===== src/hgsv_pkg.sv =====
`timescale 1ns / 1ps

package hgsv_pkg;

	localparam int AMP_W = 32;
	localparam int POS_W = 12;
	localparam int CFG_W = 4;

	// round(2^30 / sqrt(2)), Q0.30
	localparam logic signed [30:0] INV_SQRT2_Q30 = 31'sd759250125;
	localparam logic signed [63:0] ROUND_HALF = 64'sd536870912;
	localparam logic signed [33:0] SAT_MAX = 34'sd2147483647;
	localparam logic signed [33:0] SAT_MIN = -34'sd2147483648;

	typedef enum logic {
		KIND_PASS,
		KIND_PAIR
	} kind_t;

	typedef struct packed {
		logic signed [AMP_W-1:0] amp;
		kind_t                   kind;
		logic [POS_W-1:0]        pos;
		logic [POS_W-1:0]        partner_pos;
		logic                    last;
	} item_t;

endpackage


===== src/hgsv_out_if.sv =====
`timescale 1ns / 1ps

interface hgsv_out_if;
	logic               valid;
	logic               ready;
	logic [11:0]        position;
	logic signed [31:0] result_amplitude;
	logic               end_of_pair;
	logic               end_of_vector;

	modport source(output valid, position, result_amplitude, end_of_pair, end_of_vector,
		input ready);
	modport sink(input valid, position, result_amplitude, end_of_pair, end_of_vector,
		output ready);
endinterface


===== src/hgsv_butterfly.sv =====
`timescale 1ns / 1ps

module hgsv_butterfly (
	input  logic                              clk,
	input  logic                              arst_n,
	input  hgsv_pkg::item_t                   item_s1,
	input  logic                              valid_s1,
	input  logic signed [hgsv_pkg::AMP_W-1:0] partner_q,
	output logic                              done,
	hgsv_out_if.source                        result
);

	logic valid_q;
	logic hold_q;
	logic out_free;
	logic load;
	logic is_pair;

	logic [hgsv_pkg::POS_W-1:0]        hold_pos_q;
	logic signed [hgsv_pkg::AMP_W-1:0] hold_amp_q;
	logic                              hold_last_q;

	logic signed [32:0] sum;
	logic signed [32:0] diff;
	logic signed [31:0] scaled_sum;
	logic signed [31:0] scaled_diff;

	// c * s, rounded half up, saturated to 32 bits
	function automatic logic signed [31:0] scale_sat(input logic signed [32:0] s);
		logic signed [63:0] prod;
		logic signed [63:0] rnd;
		logic signed [33:0] q;
		prod = 64'(s) * 64'(hgsv_pkg::INV_SQRT2_Q30);
		rnd = (prod + hgsv_pkg::ROUND_HALF) >>> 30;
		q = rnd[33:0];
		if (q > hgsv_pkg::SAT_MAX) begin
			return 32'sh7fffffff;
		end else if (q < hgsv_pkg::SAT_MIN) begin
			return 32'sh80000000;
		end else begin
			return q[31:0];
		end
	endfunction

	assign out_free = !valid_q || result.ready;
	assign load = valid_s1 && !hold_q && out_free;
	assign done = load;
	assign result.valid = valid_q;

	// sum goes out first, difference waits in the hold register
	always_comb begin
		is_pair = item_s1.kind == hgsv_pkg::KIND_PAIR;
		sum = 33'(partner_q) + 33'(item_s1.amp);
		diff = 33'(partner_q) - 33'(item_s1.amp);
		scaled_sum = scale_sat(sum);
		scaled_diff = scale_sat(diff);
	end

	always_ff @(posedge clk or negedge arst_n) begin
		if (!arst_n) begin
			valid_q <= 1'b0;
			hold_q <= 1'b0;
		end else begin
			if (hold_q && out_free) begin
				valid_q <= 1'b1;
				hold_q <= 1'b0;
			end else if (load) begin
				valid_q <= 1'b1;
				hold_q <= is_pair;
			end else if (result.ready) begin
				valid_q <= 1'b0;
			end
		end
	end

	always_ff @(posedge clk) begin
		if (hold_q && out_free) begin
			result.position <= hold_pos_q;
			result.result_amplitude <= hold_amp_q;
			result.end_of_pair <= 1'b1;
			result.end_of_vector <= hold_last_q;
		end else if (load) begin
			if (!is_pair) begin
				result.position <= item_s1.pos;
				result.result_amplitude <= item_s1.amp;
				result.end_of_pair <= 1'b1;
				result.end_of_vector <= item_s1.last;
			end else begin
				result.position <= item_s1.partner_pos;
				result.result_amplitude <= scaled_sum;
				result.end_of_pair <= 1'b0;
				result.end_of_vector <= 1'b0;
				hold_pos_q <= item_s1.pos;
				hold_amp_q <= scaled_diff;
				hold_last_q <= item_s1.last;
			end
		end
	end

endmodule


===== src/flat_wrapper.sv =====
// flat-port wrapper written by rule: the top's interface ports become plain ports
module hgsv_butterfly_flat 
  (clk, arst_n, item_s1, valid_s1, partner_q, done, result_valid, result_position, result_result_amplitude, result_end_of_pair, result_end_of_vector, result_ready);
  hgsv_out_if result_i ();
  input  logic clk;
  input  logic arst_n;
  input  hgsv_pkg::item_t item_s1;
  input  logic valid_s1;
  input  logic signed [hgsv_pkg::AMP_W-1:0] partner_q;
  output logic done;
  output wire logic [$bits(result_i.valid)-1:0] result_valid;
  output wire logic [$bits(result_i.position)-1:0] result_position;
  output wire logic [$bits(result_i.result_amplitude)-1:0] result_result_amplitude;
  output wire logic [$bits(result_i.end_of_pair)-1:0] result_end_of_pair;
  output wire logic [$bits(result_i.end_of_vector)-1:0] result_end_of_vector;
  input wire logic [$bits(result_i.ready)-1:0] result_ready;
  assign result_valid = result_i.valid;
  assign result_position = result_i.position;
  assign result_result_amplitude = result_i.result_amplitude;
  assign result_end_of_pair = result_i.end_of_pair;
  assign result_end_of_vector = result_i.end_of_vector;
  assign result_i.ready = result_ready;
  hgsv_butterfly u_core (.clk(clk), .arst_n(arst_n), .item_s1(item_s1), .valid_s1(valid_s1), .partner_q(partner_q), .done(done), .result(result_i));
endmodule

===== config.mk =====
export PLATFORM = sky130hd
export DESIGN_NAME = hgsv_butterfly_flat
export DESIGN_NICKNAME = d
export VERILOG_FILES = /design/src/hgsv_pkg.sv /design/src/hgsv_out_if.sv /design/src/hgsv_butterfly.sv /design/src/flat_wrapper.sv
export SDC_FILE = /design/constraint.sdc
export NUM_CORES = 2
export LEC_CHECK = 0
export BUFFER_PORTS_ARGS = -buffer_cell sky130_fd_sc_hd__buf_2
export CORE_MARGIN = 2
export CORE_UTILIZATION = 36
export CTS_CLUSTER_SIZE = 20
export DETAILED_ROUTE_END_ITERATION = 12
export SLEW_MARGIN = 20
export SYNTH_ARGS = -nofsm -noshare
export SYNTH_HDL_FRONTEND = slang
export SYNTH_SLANG_ARGS = --single-unit

===== constraint.sdc =====
create_clock -name clk -period 4.8 [get_ports clk]
set_input_delay 0.96 -clock clk [delete_from_list [all_inputs] [get_ports clk]]
set_output_delay 0.96 -clock clk [all_outputs]
set_load 0.02 [all_outputs]

Word-level counts from Yosys, hierarchy flattened
Index checks and enable logic that the tools add are counted.
{ "op_classes": {"n_reduce_logical": 9, "mux": 18, "n_lt_le_gt_ge": 4, "n_mul": 2, "bitwise_logic": 1, "add_sub_neg": 4} }
{ "ops": {"columns": ["op", "n"], "rows": [
  ["2-to-1 mux 32 bit", 6],
  ["adder 64 x 31 -> 64 bit, second input constant", 2],
  ["multiplier 33 x 31 -> 64 bit, second input constant", 2],
  ["greater-than comparator 34 x 32 -> 1 bit, second input constant", 2],
  ["less-than comparator 34 x 32 -> 1 bit, second input constant", 2],
  ["2-to-1 mux 12 bit", 3],
  ["adder 32 x 32 -> 33 bit", 1],
  ["subtractor 32 x 32 -> 33 bit", 1],
  ["2-to-1 mux 1 bit", 9],
  ["logical AND 1 bit", 3],
  ["AND reduction 3 bit", 1],
  ["nonzero test 3 bit", 1],
  ["zero test 1 bit", 2],
  ["nonzero test 2 bit", 1],
  ["logical OR 1 bit", 1],
  ["NOT 1 bit", 1]
]} }
{ "word_totals": {"output_inout_bits": 48, "elab_cells": 47, "in_bits": 94, "reg_bits": 93} }

Depth between registers and ports, before layout
{ "logic_depth": {"ltp_word": 9, "depth_mapped": 42, "depth_no_buf": 41} }

Worst setup path before layout
Ideal clock, no wire load.
{ "synth_path": {"kind": "input to register", "from": "in partner_q[0] (netlist bit)", "to": "reg u_core.hold_amp_q[17] (netlist bit) (data pin)", "stages": 33, "required_ps": 4545, "slack_ps": -6180, "setup_time_ps": 255, "arrival_time_ps": 10725, "path_buffers": 2, "path_cell_list": "inv_1 -> ha_1 -> inv_1 -> fa_1 -> a21oi_1 -> o311ai_1 -> o311ai_0 -> o211ai_1 -> o22ai_2 -> a2bb2oi_4 -> buf_1 -> ha_1 -> inv_1 -> fa_1 -> inv_1 -> fa_1 -> fa_1 -> fa_1 -> fa_1 -> fa_1 -> ha_1 -> ha_1 -> a21o_1 -> a21o_1 -> a221oi_1 -> o21ai_0 -> a21oi_1 -> a311oi_2 -> a2111o_1 -> a21oi_1 -> a2bb2o_4 -> buf_6 -> a31o_1"} }
{ "synth_between": {"elab_chain_len": 5, "word_cells_on_any_way": 6, "classes_between": "add/sub: 2; mul: 1; order compare: 2; mux: 1"} }
{ "synth_lines": {"columns": ["element", "line_no", "source"], "rows": [
  ["start, declared", "flat_wrapper.sv:9", "input logic signed [hgsv_pkg::AMP_W-1:0] partner_q;"],
  ["subtractor 32 x 32 -> 33 bit *", "hgsv_butterfly.sv:54", "diff = 33'(partner_q) - 33'(item_s1.amp);"],
  ["multiplier 33 x 31 -> 64 bit *", "hgsv_butterfly.sv:33", "prod = 64'(s) * 64'(hgsv_pkg::INV_SQRT2_Q30);"],
  ["adder 64 x 31 -> 64 bit *", "hgsv_butterfly.sv:34", "rnd = (prod + hgsv_pkg::ROUND_HALF) >>> 30;"],
  ["less-than comparator 34 x 32 -> 1 bit", "hgsv_butterfly.sv:38", "end else if (q < hgsv_pkg::SAT_MIN) begin"],
  ["2-to-1 mux 32 bit", "hgsv_butterfly.sv:38", null],
  ["end signal, assigned", "hgsv_butterfly.sv:94", "hold_amp_q <= scaled_diff;"],
  ["end, declared", "hgsv_butterfly.sv:20", "logic signed [hgsv_pkg::AMP_W-1:0] hold_amp_q;"]
]} }
Mark *: on every way between the ends. The rest lies on a longest branch, timed or not.
A chain may end at the register's enable or synchronous reset.

Worst setup path in the final report
{ "layout_path": {"from": "in item_s1[26] (netlist bit)", "to": "reg u_core.result.result_amplitude[29] (data pin)"} }
{ "layout_between": {"elab_chain_len": 9, "word_cells_on_any_way": 10, "classes_between": "add/sub: 2; mul: 1; order compare: 2; mux: 5"} }
{ "layout_lines": {"columns": ["element", "line_no", "source"], "rows": [
  ["start, declared", "flat_wrapper.sv:7", "input hgsv_pkg::item_t item_s1;"],
  ["adder 32 x 32 -> 33 bit *", "hgsv_butterfly.sv:53", "sum = 33'(partner_q) + 33'(item_s1.amp);"],
  ["multiplier 33 x 31 -> 64 bit *", "hgsv_butterfly.sv:33", null],
  ["adder 64 x 31 -> 64 bit *", "hgsv_butterfly.sv:34", null],
  ["less-than comparator 34 x 32 -> 1 bit", "hgsv_butterfly.sv:38", null],
  ["2-to-1 mux 32 bit", "hgsv_butterfly.sv:38", null],
  ["2-to-1 mux 32 bit *", "hgsv_butterfly.sv:36", "if (q > hgsv_pkg::SAT_MAX) begin"],
  ["2-to-1 mux 32 bit *", "hgsv_butterfly.sv:83", "if (!is_pair) begin"],
  ["2-to-1 mux 32 bit *", "hgsv_butterfly.sv:82", "end else if (load) begin"],
  ["2-to-1 mux 32 bit *", "hgsv_butterfly.sv:77", "if (hold_q && out_free) begin"],
  ["end signal, assigned", "hgsv_butterfly.sv:79", "result.result_amplitude <= hold_amp_q;"],
  ["end signal, assigned", "hgsv_butterfly.sv:85", "result.result_amplitude <= item_s1.amp;"],
  ["end signal, assigned", "hgsv_butterfly.sv:90", "result.result_amplitude <= scaled_sum;"],
  ["end, declared", "hgsv_out_if.sv:11", "modport source(output valid, position, result_amplitude, end_of_pair, end_of_vector,"]
]} }
Mark *: on every way between the ends. The rest lies on a longest branch, timed or not. The select of a mux whose other input is x is not followed.

==> metrics.txt <==
status=complete, but fails checks; failing checks=setup timing; Final WS setup=-5.82 ns; Main synth FF type=edfxtp_1; number of flops mapped to enable cells by yosys=90; crit path launch type=input pin; initial DRC count=1917; Clock Tree Root=clkbuf_16; CP endpoint kind=flop; reg-to-reg endpoint=u_core.result.result_amplitude[11]; final instance area=59000 µm²; largest net degree at the start of global routing=93; crit-path max FO=8; share of the synthesized area in the top cell type=38.0%; Max Slew Vio Count=0; relative slew slack=33.4%; clk slew on worst S/H paths=0.07 ns; DRC Markers=0; Detailed Routing Iterations Pass 1=5; via count=36.5k; Seq. cell area=2770 µm²; Worst EP arrival=10.69 ns; I/O Buffers=141; dpl cell area=56200 µm²; Placer Congestion=0.995; Setup CP Type=in2reg; Required @ worst endpoint=4.88 ns; Final Hold Fails=0; Peak Freq=0.0942 GHz; DP Cell Count=7481; Overall Global Routing Usage=23.4%; Async SR Flop Fraction=2.15%; Warnings, synthesis=0; Mapped Cells=4697; total CTS buffers=9; Die Ht=357 µm; Avg WL per Cell=19.5 µm; metal2 WL=72300 µm; Area Growth Syn to Fin=31.8%; H-tree depth=3; vias in the first global route=39.6k; Synth area leader=fa_1; site row count=129; global-route wire length before repair=227000 µm; grt ovf=0; total negative setup slack=-367.80 ns; max layer used=met5; core area=124000 µm²; initial antenna violation count=3; top cells by area in the synthesized netlist=fa_1, ha_1, inv_1; final hold slack=0.390 ns; CP peak stage delay=0.56 ns; FF-to-FF Start=u_core.result.valid; Starting Density=36.2%; clock sinks=93; Cell Count, Final, Fillers Out=7597; routed vias/inst=4.81; slowest stage cell on the critical path=fa_1; Worst-Skew Late Latency=0.34 ns; max-cap violation count=0; share of cells above drive strength 1=27.8%; fill count=11.7k; CTS tree=done; sequential area share after synthesis=6.19%; IO Count=142; #FFs+latches synth=93; setup repair after global routing missed its margin=true; Die W=357 µm; final WL=148000 µm; crit path from=item_s1[26]; post-synthesis cell area=44800 µm²; endpoints failing setup=64; Tcrit/Tclk final=221%; worst setup path endpoint=u_core.result.result_amplitude[29]; post-synthesis average cell area=9.54 µm²; Multi-input gate area=38100 µm²; Routed Antenna Nets=0; min Tclk post-route=10.62 ns; slew of the pin with the lowest slew margin=0.999 ns; R2R Setup Slk=2.33 ns; M1 WL=63900 µm; full die area=127000 µm²; Clock Tree Buf Depth=2; Netlist cell types=92; Final Skew=0.0147 ns; Reg2Reg Depth=8; DP HPWL=133000 µm; nets@finish=7749; worst hold path class=in2async; metal3 WL=7460 µm
## layer usage
layer	vias to the layer above	track usage, %
li1	17100	-
met1	18400	31.0
met2	827	40.7
met3	174	2.54
met4	2	5.85
met5	-	0
## cells in the final DEF, fill, tap and decap left out, types with 13 or more instances in the layout
cell / synthesis / routed
inv_2: 3 / 50
nand2_1: 147 / 141
xnor2_1: 140 / 110
xor2_1: 37 / 35
ha_4: 0 / 44
buf_12: 0 / 26
nand2b_1: 21 / 21
nor2_1: 114 / 109
and3_1: 24 / 23
a21oi_2: 1 / 25
and4_1: 13 / 13
mux2i_1: 15 / 15
a21oi_1: 206 / 174
xnor2_2: 0 / 19
buf_4: 1 / 1104
ha_1: 851 / 802
o21ai_0: 124 / 81
nand4_1: 27 / 27
a211oi_1: 23 / 16
buf_2: 9 / 132
edfxtp_1: 90 / 90
a21o_1: 93 / 93
buf_6: 5 / 39
o211ai_1: 17 / 17
o21ai_2: 0 / 26
fa_1: 850 / 844
o21a_1: 13 / 13
o21bai_1: 36 / 34
nor2b_1: 24 / 22
nor3_1: 32 / 29
clkbuf_16: 0 / 13
nand3_1: 31 / 29
a22oi_2: 0 / 18
inv_1: 1491 / 1441
## worst min path at each step
stage	start	end
2_1_floorplan	u_core.hold_q	u_core.hold_q
3_3_place_gp	u_core.result.end_of_pair	u_core.result.end_of_pair
3_5_place_dp	u_core.result.end_of_pair	u_core.result.end_of_pair
4_1_cts	arst_n	u_core.hold_q
5_1_grt	arst_n	u_core.result.valid
6_report	arst_n	u_core.hold_q
## repair_timing
item	CTS	global route
hold buffers	0	0
setup endpoints to repair	64	64
cloned	5	7
resized for setup	98	237
setup buffers	38	55
pin swaps	65	157
## state kept, by name, summed over array words and instances, names as in the netlist
| name | count |
|---|---|
| u_core.hold_amp_q | 32 |
| u_core.hold_last_q | 1 |
| u_core.hold_pos_q | 12 |
| u_core.hold_q | 1 |
| u_core.result.end_of_pair | 1 |
| u_core.result.end_of_vector | 1 |
| u_core.result.position | 12 |
| u_core.result.result_amplitude | 32 |
| u_core.result.valid | 1 |
## cell families (layout without fill, tap and decap cells)
family / count (synthesis) / count (layout) / share of synthesized area, %
adder cells (fa/ha/maj): 1701 / 1701 / 61.8
buffers and inverters: 1570 / 2829 / 13.3
AO/OA/AOI/OAI: 649 / 651 / 9.39
AND/OR/NAND/NOR: 481 / 481 / 5.28
XOR/XNOR: 178 / 178 / 3.51
flip-flops: 93 / 93 / 6.19
multiplexers: 24 / 24 / 0.587
other: 1 / 3 / 0.00837
## synthesized netlist by cell type (all sizes together) (12+ instances only)
library cell  number
nor2             114
and4              13
nand3             31
xnor2            140
xor2              37
fa               850
mux2i             16
inv             1494
and3              25
a31oi             12
clkbuf            55
a21oi            207
o21ai            127
a21o              93
nand4             27
nor2b             24
a211oi            23
or2               14
a22oi             30
o211ai            17
nand2            147
edfxtp            90
o21a              13
nor3              32
nand2b            21
buf               17
ha               851
o21bai            36
## through the flow
stage / utilization, % / setup slack [ns]
after floorplan: - / -5.15
after global placement: 45.5 / -6.96
after detailed placement: 45.5 / -6.97
after CTS: 46.4 / -5.87
after global routing: 47.8 / -6.13
final: 47.8 / -5.82
## worst max-delay path: cells and delay by family
kind	cells	cell delay, ns
simple gates	7	1.36
buf+inv	13	1.32
compound gates	12	2.60
fa+ha+maj	11	4.21
xor+xnor	1	0.19
## area by class of cell
class                           instances  area share [%]
Multi-Input combinational cell       3037            64.5
Timing Repair Buffer                 1315            17.2
Inverter                             1498            9.55
Sequential cell                        93            4.70
Tap cell                             1637            3.47
Clock buffer                           10           0.388
Clock inverter                          6           0.121
Antenna cell                            1         0.00424
Power is not shown: default switching activity piles up to over one toggle a cycle in this logic, so the estimate is an artifact.
